## config.mk

```make
export PLATFORM = sky130hd
export DESIGN_NAME = aes_rk_mem
export DESIGN_NICKNAME = d
export VERILOG_FILES = /design/src/hw/rtl/aes_pkg.sv /design/src/hw/rtl/aes_rk_mem.sv
export SDC_FILE = /design/constraint.sdc
export NUM_CORES = 1
export LEC_CHECK = 0
export BUFFER_PORTS_ARGS = -buffer_cell sky130_fd_sc_hd__buf_2
export CORE_MARGIN = 5
export CORE_UTILIZATION = 61
export DETAILED_ROUTE_END_ITERATION = 10
export PLACE_DENSITY = 0.79
export SKIP_LAST_GASP = 1
export SYNTH_ARGS = -nofsm -noshare
export SYNTH_HDL_FRONTEND = slang
export SYNTH_SLANG_ARGS = --single-unit
```

## constraint.sdc

```tcl
create_clock -name i_clk -period 15.5 [get_ports i_clk]
set_input_delay 2.325 -clock i_clk [delete_from_list [all_inputs] [get_ports i_clk]]
set_output_delay 2.325 -clock i_clk [all_outputs]
set_load 0.05 [all_outputs]
```

## src/hw/rtl/aes_pkg.sv

```systemverilog
// AES-128 package: types, S-box tables, GF(2^8) helpers and round functions.
// No dependencies; imported by every module of the block.
`timescale 1ns / 1ps

package aes_pkg;

    localparam int ROUNDS    = 10;
    localparam int RK_DEPTH  = ROUNDS + 1;
    localparam int RK_AW     = 4;
    localparam int CFG_IDX_W = 2;

    localparam logic [CFG_IDX_W-1:0] CFG_KEY_HIGH = 2'd0;
    localparam logic [CFG_IDX_W-1:0] CFG_KEY_LOW  = 2'd1;

    localparam logic OP_ENCRYPT = 1'b0;
    localparam logic OP_DECRYPT = 1'b1;

    localparam logic [RK_AW-1:0] STEP_FIRST = 4'd0;
    localparam logic [RK_AW-1:0] STEP_LAST  = 4'd10;
    localparam logic [7:0]       RCON_INIT  = 8'h01;

    typedef logic [127:0] t_blk;

    typedef struct packed {
        logic             en;
        logic [RK_AW-1:0] addr;
        t_blk             data;
    } t_rk_wr;

    localparam logic [7:0] SBOX [256] = '{
        8'h63, 8'h7c, 8'h77, 8'h7b, 8'hf2, 8'h6b, 8'h6f, 8'hc5,
        8'h30, 8'h01, 8'h67, 8'h2b, 8'hfe, 8'hd7, 8'hab, 8'h76,
        8'hca, 8'h82, 8'hc9, 8'h7d, 8'hfa, 8'h59, 8'h47, 8'hf0,
        8'had, 8'hd4, 8'ha2, 8'haf, 8'h9c, 8'ha4, 8'h72, 8'hc0,
        8'hb7, 8'hfd, 8'h93, 8'h26, 8'h36, 8'h3f, 8'hf7, 8'hcc,
        8'h34, 8'ha5, 8'he5, 8'hf1, 8'h71, 8'hd8, 8'h31, 8'h15,
        8'h04, 8'hc7, 8'h23, 8'hc3, 8'h18, 8'h96, 8'h05, 8'h9a,
        8'h07, 8'h12, 8'h80, 8'he2, 8'heb, 8'h27, 8'hb2, 8'h75,
        8'h09, 8'h83, 8'h2c, 8'h1a, 8'h1b, 8'h6e, 8'h5a, 8'ha0,
        8'h52, 8'h3b, 8'hd6, 8'hb3, 8'h29, 8'he3, 8'h2f, 8'h84,
        8'h53, 8'hd1, 8'h00, 8'hed, 8'h20, 8'hfc, 8'hb1, 8'h5b,
        8'h6a, 8'hcb, 8'hbe, 8'h39, 8'h4a, 8'h4c, 8'h58, 8'hcf,
        8'hd0, 8'hef, 8'haa, 8'hfb, 8'h43, 8'h4d, 8'h33, 8'h85,
        8'h45, 8'hf9, 8'h02, 8'h7f, 8'h50, 8'h3c, 8'h9f, 8'ha8,
        8'h51, 8'ha3, 8'h40, 8'h8f, 8'h92, 8'h9d, 8'h38, 8'hf5,
        8'hbc, 8'hb6, 8'hda, 8'h21, 8'h10, 8'hff, 8'hf3, 8'hd2,
        8'hcd, 8'h0c, 8'h13, 8'hec, 8'h5f, 8'h97, 8'h44, 8'h17,
        8'hc4, 8'ha7, 8'h7e, 8'h3d, 8'h64, 8'h5d, 8'h19, 8'h73,
        8'h60, 8'h81, 8'h4f, 8'hdc, 8'h22, 8'h2a, 8'h90, 8'h88,
        8'h46, 8'hee, 8'hb8, 8'h14, 8'hde, 8'h5e, 8'h0b, 8'hdb,
        8'he0, 8'h32, 8'h3a, 8'h0a, 8'h49, 8'h06, 8'h24, 8'h5c,
        8'hc2, 8'hd3, 8'hac, 8'h62, 8'h91, 8'h95, 8'he4, 8'h79,
        8'he7, 8'hc8, 8'h37, 8'h6d, 8'h8d, 8'hd5, 8'h4e, 8'ha9,
        8'h6c, 8'h56, 8'hf4, 8'hea, 8'h65, 8'h7a, 8'hae, 8'h08,
        8'hba, 8'h78, 8'h25, 8'h2e, 8'h1c, 8'ha6, 8'hb4, 8'hc6,
        8'he8, 8'hdd, 8'h74, 8'h1f, 8'h4b, 8'hbd, 8'h8b, 8'h8a,
        8'h70, 8'h3e, 8'hb5, 8'h66, 8'h48, 8'h03, 8'hf6, 8'h0e,
        8'h61, 8'h35, 8'h57, 8'hb9, 8'h86, 8'hc1, 8'h1d, 8'h9e,
        8'he1, 8'hf8, 8'h98, 8'h11, 8'h69, 8'hd9, 8'h8e, 8'h94,
        8'h9b, 8'h1e, 8'h87, 8'he9, 8'hce, 8'h55, 8'h28, 8'hdf,
        8'h8c, 8'ha1, 8'h89, 8'h0d, 8'hbf, 8'he6, 8'h42, 8'h68,
        8'h41, 8'h99, 8'h2d, 8'h0f, 8'hb0, 8'h54, 8'hbb, 8'h16
    };

    localparam logic [7:0] RSBOX [256] = '{
        8'h52, 8'h09, 8'h6a, 8'hd5, 8'h30, 8'h36, 8'ha5, 8'h38,
        8'hbf, 8'h40, 8'ha3, 8'h9e, 8'h81, 8'hf3, 8'hd7, 8'hfb,
        8'h7c, 8'he3, 8'h39, 8'h82, 8'h9b, 8'h2f, 8'hff, 8'h87,
        8'h34, 8'h8e, 8'h43, 8'h44, 8'hc4, 8'hde, 8'he9, 8'hcb,
        8'h54, 8'h7b, 8'h94, 8'h32, 8'ha6, 8'hc2, 8'h23, 8'h3d,
        8'hee, 8'h4c, 8'h95, 8'h0b, 8'h42, 8'hfa, 8'hc3, 8'h4e,
        8'h08, 8'h2e, 8'ha1, 8'h66, 8'h28, 8'hd9, 8'h24, 8'hb2,
        8'h76, 8'h5b, 8'ha2, 8'h49, 8'h6d, 8'h8b, 8'hd1, 8'h25,
        8'h72, 8'hf8, 8'hf6, 8'h64, 8'h86, 8'h68, 8'h98, 8'h16,
        8'hd4, 8'ha4, 8'h5c, 8'hcc, 8'h5d, 8'h65, 8'hb6, 8'h92,
        8'h6c, 8'h70, 8'h48, 8'h50, 8'hfd, 8'hed, 8'hb9, 8'hda,
        8'h5e, 8'h15, 8'h46, 8'h57, 8'ha7, 8'h8d, 8'h9d, 8'h84,
        8'h90, 8'hd8, 8'hab, 8'h00, 8'h8c, 8'hbc, 8'hd3, 8'h0a,
        8'hf7, 8'he4, 8'h58, 8'h05, 8'hb8, 8'hb3, 8'h45, 8'h06,
        8'hd0, 8'h2c, 8'h1e, 8'h8f, 8'hca, 8'h3f, 8'h0f, 8'h02,
        8'hc1, 8'haf, 8'hbd, 8'h03, 8'h01, 8'h13, 8'h8a, 8'h6b,
        8'h3a, 8'h91, 8'h11, 8'h41, 8'h4f, 8'h67, 8'hdc, 8'hea,
        8'h97, 8'hf2, 8'hcf, 8'hce, 8'hf0, 8'hb4, 8'he6, 8'h73,
        8'h96, 8'hac, 8'h74, 8'h22, 8'he7, 8'had, 8'h35, 8'h85,
        8'he2, 8'hf9, 8'h37, 8'he8, 8'h1c, 8'h75, 8'hdf, 8'h6e,
        8'h47, 8'hf1, 8'h1a, 8'h71, 8'h1d, 8'h29, 8'hc5, 8'h89,
        8'h6f, 8'hb7, 8'h62, 8'h0e, 8'haa, 8'h18, 8'hbe, 8'h1b,
        8'hfc, 8'h56, 8'h3e, 8'h4b, 8'hc6, 8'hd2, 8'h79, 8'h20,
        8'h9a, 8'hdb, 8'hc0, 8'hfe, 8'h78, 8'hcd, 8'h5a, 8'hf4,
        8'h1f, 8'hdd, 8'ha8, 8'h33, 8'h88, 8'h07, 8'hc7, 8'h31,
        8'hb1, 8'h12, 8'h10, 8'h59, 8'h27, 8'h80, 8'hec, 8'h5f,
        8'h60, 8'h51, 8'h7f, 8'ha9, 8'h19, 8'hb5, 8'h4a, 8'h0d,
        8'h2d, 8'he5, 8'h7a, 8'h9f, 8'h93, 8'hc9, 8'h9c, 8'hef,
        8'ha0, 8'he0, 8'h3b, 8'h4d, 8'hae, 8'h2a, 8'hf5, 8'hb0,
        8'hc8, 8'heb, 8'hbb, 8'h3c, 8'h83, 8'h53, 8'h99, 8'h61,
        8'h17, 8'h2b, 8'h04, 8'h7e, 8'hba, 8'h77, 8'hd6, 8'h26,
        8'he1, 8'h69, 8'h14, 8'h63, 8'h55, 8'h21, 8'h0c, 8'h7d
    };

    function automatic logic [7:0] xtime(logic [7:0] a);
        xtime = {a[6:0], 1'b0} ^ (a[7] ? 8'h1b : 8'h00);
    endfunction

    function automatic logic [7:0] get_byte(t_blk s, int i);
        get_byte = s[127-8*i -: 8];
    endfunction

    function automatic t_blk byte_sub(t_blk s, logic inv);
        t_blk o;
        o = '0;
        for (int i = 0; i < 16; i++) begin
            o[127-8*i -: 8] = inv ? RSBOX[get_byte(s, i)] : SBOX[get_byte(s, i)];
        end
        byte_sub = o;
    endfunction

    function automatic t_blk shift_rows(t_blk s, logic inv);
        t_blk o;
        o = '0;
        for (int r = 0; r < 4; r++) begin
            for (int c = 0; c < 4; c++) begin
                if (inv) begin
                    o[127-8*(r+4*((c+r)%4)) -: 8] = get_byte(s, r + 4*c);
                end else begin
                    o[127-8*(r+4*c) -: 8] = get_byte(s, r + 4*((c+r)%4));
                end
            end
        end
        shift_rows = o;
    endfunction

    function automatic t_blk col_mix(t_blk s, logic inv);
        t_blk       o;
        logic [7:0] a1, a2, a3;
        logic [7:0] x2 [4];
        logic [7:0] x4 [4];
        logic [7:0] x8 [4];
        logic [7:0] a  [4];
        o = '0;
        for (int c = 0; c < 4; c++) begin
            for (int j = 0; j < 4; j++) begin
                a[j]  = get_byte(s, 4*c + j);
                x2[j] = xtime(a[j]);
                x4[j] = xtime(x2[j]);
                x8[j] = xtime(x4[j]);
            end
            for (int r = 0; r < 4; r++) begin
                a1 = a[(r+1)%4];
                a2 = a[(r+2)%4];
                a3 = a[(r+3)%4];
                if (inv) begin
                    // 14*a0 ^ 11*a1 ^ 13*a2 ^ 9*a3
                    o[127-8*(4*c+r) -: 8] =
                        (x8[r] ^ x4[r] ^ x2[r]) ^
                        (x8[(r+1)%4] ^ x2[(r+1)%4] ^ a1) ^
                        (x8[(r+2)%4] ^ x4[(r+2)%4] ^ a2) ^
                        (x8[(r+3)%4] ^ a3);
                end else begin
                    o[127-8*(4*c+r) -: 8] = x2[r] ^ (x2[(r+1)%4] ^ a1) ^ a2 ^ a3;
                end
            end
        end
        col_mix = o;
    endfunction

    function automatic t_blk enc_round(t_blk s, t_blk rk, logic last);
        t_blk t;
        t = shift_rows(byte_sub(s, 1'b0), 1'b0);
        if (!last) begin
            t = col_mix(t, 1'b0);
        end
        enc_round = t ^ rk;
    endfunction

    function automatic t_blk dec_round(t_blk s, t_blk rk, logic last);
        t_blk t;
        t = byte_sub(shift_rows(s, 1'b1), 1'b1) ^ rk;
        if (!last) begin
            t = col_mix(t, 1'b1);
        end
        dec_round = t;
    endfunction

    function automatic t_blk next_round_key(t_blk k, logic [7:0] rc);
        logic [31:0] w0, w1, w2, w3, rw, t;
        w0 = k[127:96];
        w1 = k[95:64];
        w2 = k[63:32];
        w3 = k[31:0];
        rw = {w3[23:0], w3[31:24]};
        t  = {SBOX[rw[31:24]] ^ rc, SBOX[rw[23:16]], SBOX[rw[15:8]], SBOX[rw[7:0]]};
        w0 = w0 ^ t;
        w1 = w1 ^ w0;
        w2 = w2 ^ w1;
        w3 = w3 ^ w2;
        next_round_key = {w0, w1, w2, w3};
    endfunction

endpackage

```

## src/hw/rtl/aes_rk_mem.sv

```systemverilog
// Round key store: two 64-bit banks of eleven words, one write and one registered read.
// Depends on aes_pkg.
`timescale 1ns / 1ps

module aes_rk_mem import aes_pkg::*; (
    input  logic             i_clk,
    input  t_rk_wr           i_wr,
    input  logic [RK_AW-1:0] i_rd_addr,
    output t_blk             o_rd_data
);

    logic [63:0] r_mem_hi [RK_DEPTH];
    logic [63:0] r_mem_lo [RK_DEPTH];
    logic [63:0] r_rd_hi, r_rd_lo;

    always_ff @(posedge i_clk) begin
        if (i_wr.en) begin
            r_mem_hi[i_wr.addr] <= i_wr.data[127:64];
            r_mem_lo[i_wr.addr] <= i_wr.data[63:0];
        end
        r_rd_hi <= r_mem_hi[i_rd_addr];
        r_rd_lo <= r_mem_lo[i_rd_addr];
    end

    assign o_rd_data = {r_rd_hi, r_rd_lo};

endmodule

```

==> results.md <==
* Post-CTS setup buffers at 0
* Row count at 112
* Final hold violations at 0
* CTS tree: done
* Routability cong. at about 0.75
* Largest stage delay, worst path at 1.04 ns
* Setup Crit Path Kind: input pin to flop
* Period minus WS final at roughly 5.3 ns
* Fmax at about 190 MHz
* Unrepaired setup endpoints after global routing: no
* Power per cell area at 135 nW/um^2
* Worst Hold Class: flop to flop
* Die Y-Extent at approximately 320 um
* Total clock sinks at 1536
* Register area share after synthesis at around four fifths
* Vias in the first global route at roughly 30000
* Post-Syn Area at 57500 um^2
* Critical Path AT at roughly 6 ns
* Placeable Area at between 90000 and 100000 um^2
* Setup crit start: i_rd_addr[0]
* Share of cells above drive strength 1 at a little over a quarter
* All-Layer GR Usage at approximately 25%
* Max Cap Viol at 0
* Starting Density at approximately three fifths
* Top area cells in the synthesized netlist: edfxtp_1 (74%), mux2_2 (7.5%), dfxtp_1 (4.5%)
* Largest net degree at the start of global routing at 170
* Resized cells post-CTS at 0
* Gr ovfl total at 0
* # DRC at 0
* Clock Tree Root: clkbuf_16
* Clock-pin slew of the registers on the worst-case setup and hold paths at 0.06 ns
* Rel. slew slack at ~19%
* Total CTS buffers at between 100 and 150
* Gate count after technology mapping at about 3000
* Vias per Instance at 6.23
* Final period util at roughly 34%
* Fin area at 64800 um^2
* DR vias at ~29000
* Outcome: finished clean
* Die Span X at 317 um
* Final Slew Violations at 0
* Leak pwr at around 22 nW
* DIE AREA at around 100000 um^2
* #FFs+latches synth at roughly 1500
* # nets final at 3424
* Layout area overhead at 12.8%
* Share of the synthesized area in the top cell type at around three quarters
* Clock tree buffer depth at 3
* Worst-margin pin slew at about 1.2 ns
* Drt first pass iters at 5
* Antenna violations before repair at 31
* Yosys cell types at 21
* Final core area utilization at 69.3%
* Final setup viols at 0
* Clock skew at between 0.015 and 0.02 ns
* H-tree Lvls at 4
* Routed WL at 126 mm
* Cell chain of the critical path: buf_8 -> buf_12 -> buf_4 -> mux2_2 -> o211ai_1 -> o31ai_1
* Port Buffers at ~270
* Worst vdd ir at ~0.11 mV
* Hold path start: r_mem_hi[10][55]$_DFFE_PP_
* YS warnings at 0
* Routed Antenna Nets at 0
* Critical Path Slowest Stage Cell: buf_4
* FF-to-FF Start: r_mem_hi[2][57]$_DFFE_PP_
* Syn_nets at 3159
* Worst-path maximum fanout at between 150 and 200
* Yosys top cell by area: edfxtp_1
* Cts hold-fix bufs at 0
* I/O pins at around 270
* Startpoint type of the worst setup path: input pin
* Post-DP HPWL at a little under 60 mm
* Mapped Avg Cell Area at about 19 um^2
* Post-DP Area at 59900 um^2
* Drt initial violations at between 3000 and 4000
* First-pass GRT wire length at 187 mm
* Wire length per cell at between 20 and 30 um
* Crit path capture type: flop
* Hold WS at between 0.5 and 0.6 ns
* Final TNS setup at 0 ns
* WP data required at roughly 16 ns
* Worst skew pair latency at approximately 0.73 ns
## per-stage QoR
stage / total power [mW] / worst slack (ns) / std cells
after floorplan: 5.12 / 3.25 / 3021
after global placement: 5.27 / 9.71 / 4389
after detailed placement: 5.30 / 9.58 / 4389
after CTS: 8.78 / 10.35 / 4664
after global routing: 9.00 / 10.10 / 4676
final: 8.73 / 10.18 / 4687
## layer usage
layer  vias up  GRT usage, %  wire length [um]
li1      12700             -                 -
met1     15100          33.7             51100
met2      1169          41.9             63400
met3       199          4.82              9080
met4        14          8.09              2870
met5         -             0                90
## area by class of cell
type,count,area [um^2]
Tap cell,1254,1570
Clock buffer,216,4300
Sequential cell,1536,44800
Clock inverter,59,539
Antenna cell,23,57.6
Timing Repair Buffer,298,1750
Fill cell,5632,28700
Multi-Input combinational cell,1301,11700
## synth_stat cells, drive strengths merged
cell and n:
a22o 128, buf 88, clkbuf 96, dfxtp 128, edfxtp 1408, mux2 384
mux2i 256, nand2 2, nand2b 131, nand3b 2, nor2 9, nor2b 1
nor3 3, o211ai 128, o22ai 128, o31ai 128, or3b 1
## cells by family (layout without fill, tap and decap cells)
family / count (synthesis) / in the layout / share of synthesized area, %
DFF: 1536 / 1536 / 78.0
muxes: 640 / 640 / 12.0
AOI/OAI and AO/OA: 512 / 512 / 6.69
buffers and inverters: 184 / 573 / 1.72
and+or+nand+nor: 149 / 149 / 1.58
other: 0 / 23 / 0
## state kept, by name, indices dropped and copies added (netlist names)
name and cells:
r_mem_hi 704, r_rd_lo 64, r_rd_hi 64, r_mem_lo 704
## critical path: cells and delay by family
kind,cells,cell delay [ns]
muxes,1,0.42
AOI/OAI and AO/OA,2,0.31
buffers and inverters,3,2.45
## layout by cell type (no fill, tap or decap), types with 130 or more instances in the layout
cell and n:
clkbuf_16 154, mux2i_1 256, buf_2 262, mux2_2 384, nand2b_1 130, edfxtp_1 1408
## report_power, final
part           total, mW  switching [mW]  internal (mW)
Sequential          4.67          0.0370           4.63
Combinational      0.542           0.377          0.165
Clock               3.52            1.47           2.05
Total               8.73            1.88           6.85
## worst paths after layout
path	to	slack, ns	cells past startpoint
worst max register to register	r_rd_hi[57]$_DFF_P_	14.22	3
worst min-delay path	r_rd_hi[55]$_DFF_P_	0.57	3
worst min register to register	r_rd_hi[55]$_DFF_P_	0.57	3
worst max-delay path	r_rd_lo[15]$_DFF_P_	10.18	6
(Power assumes the default switching activity.)
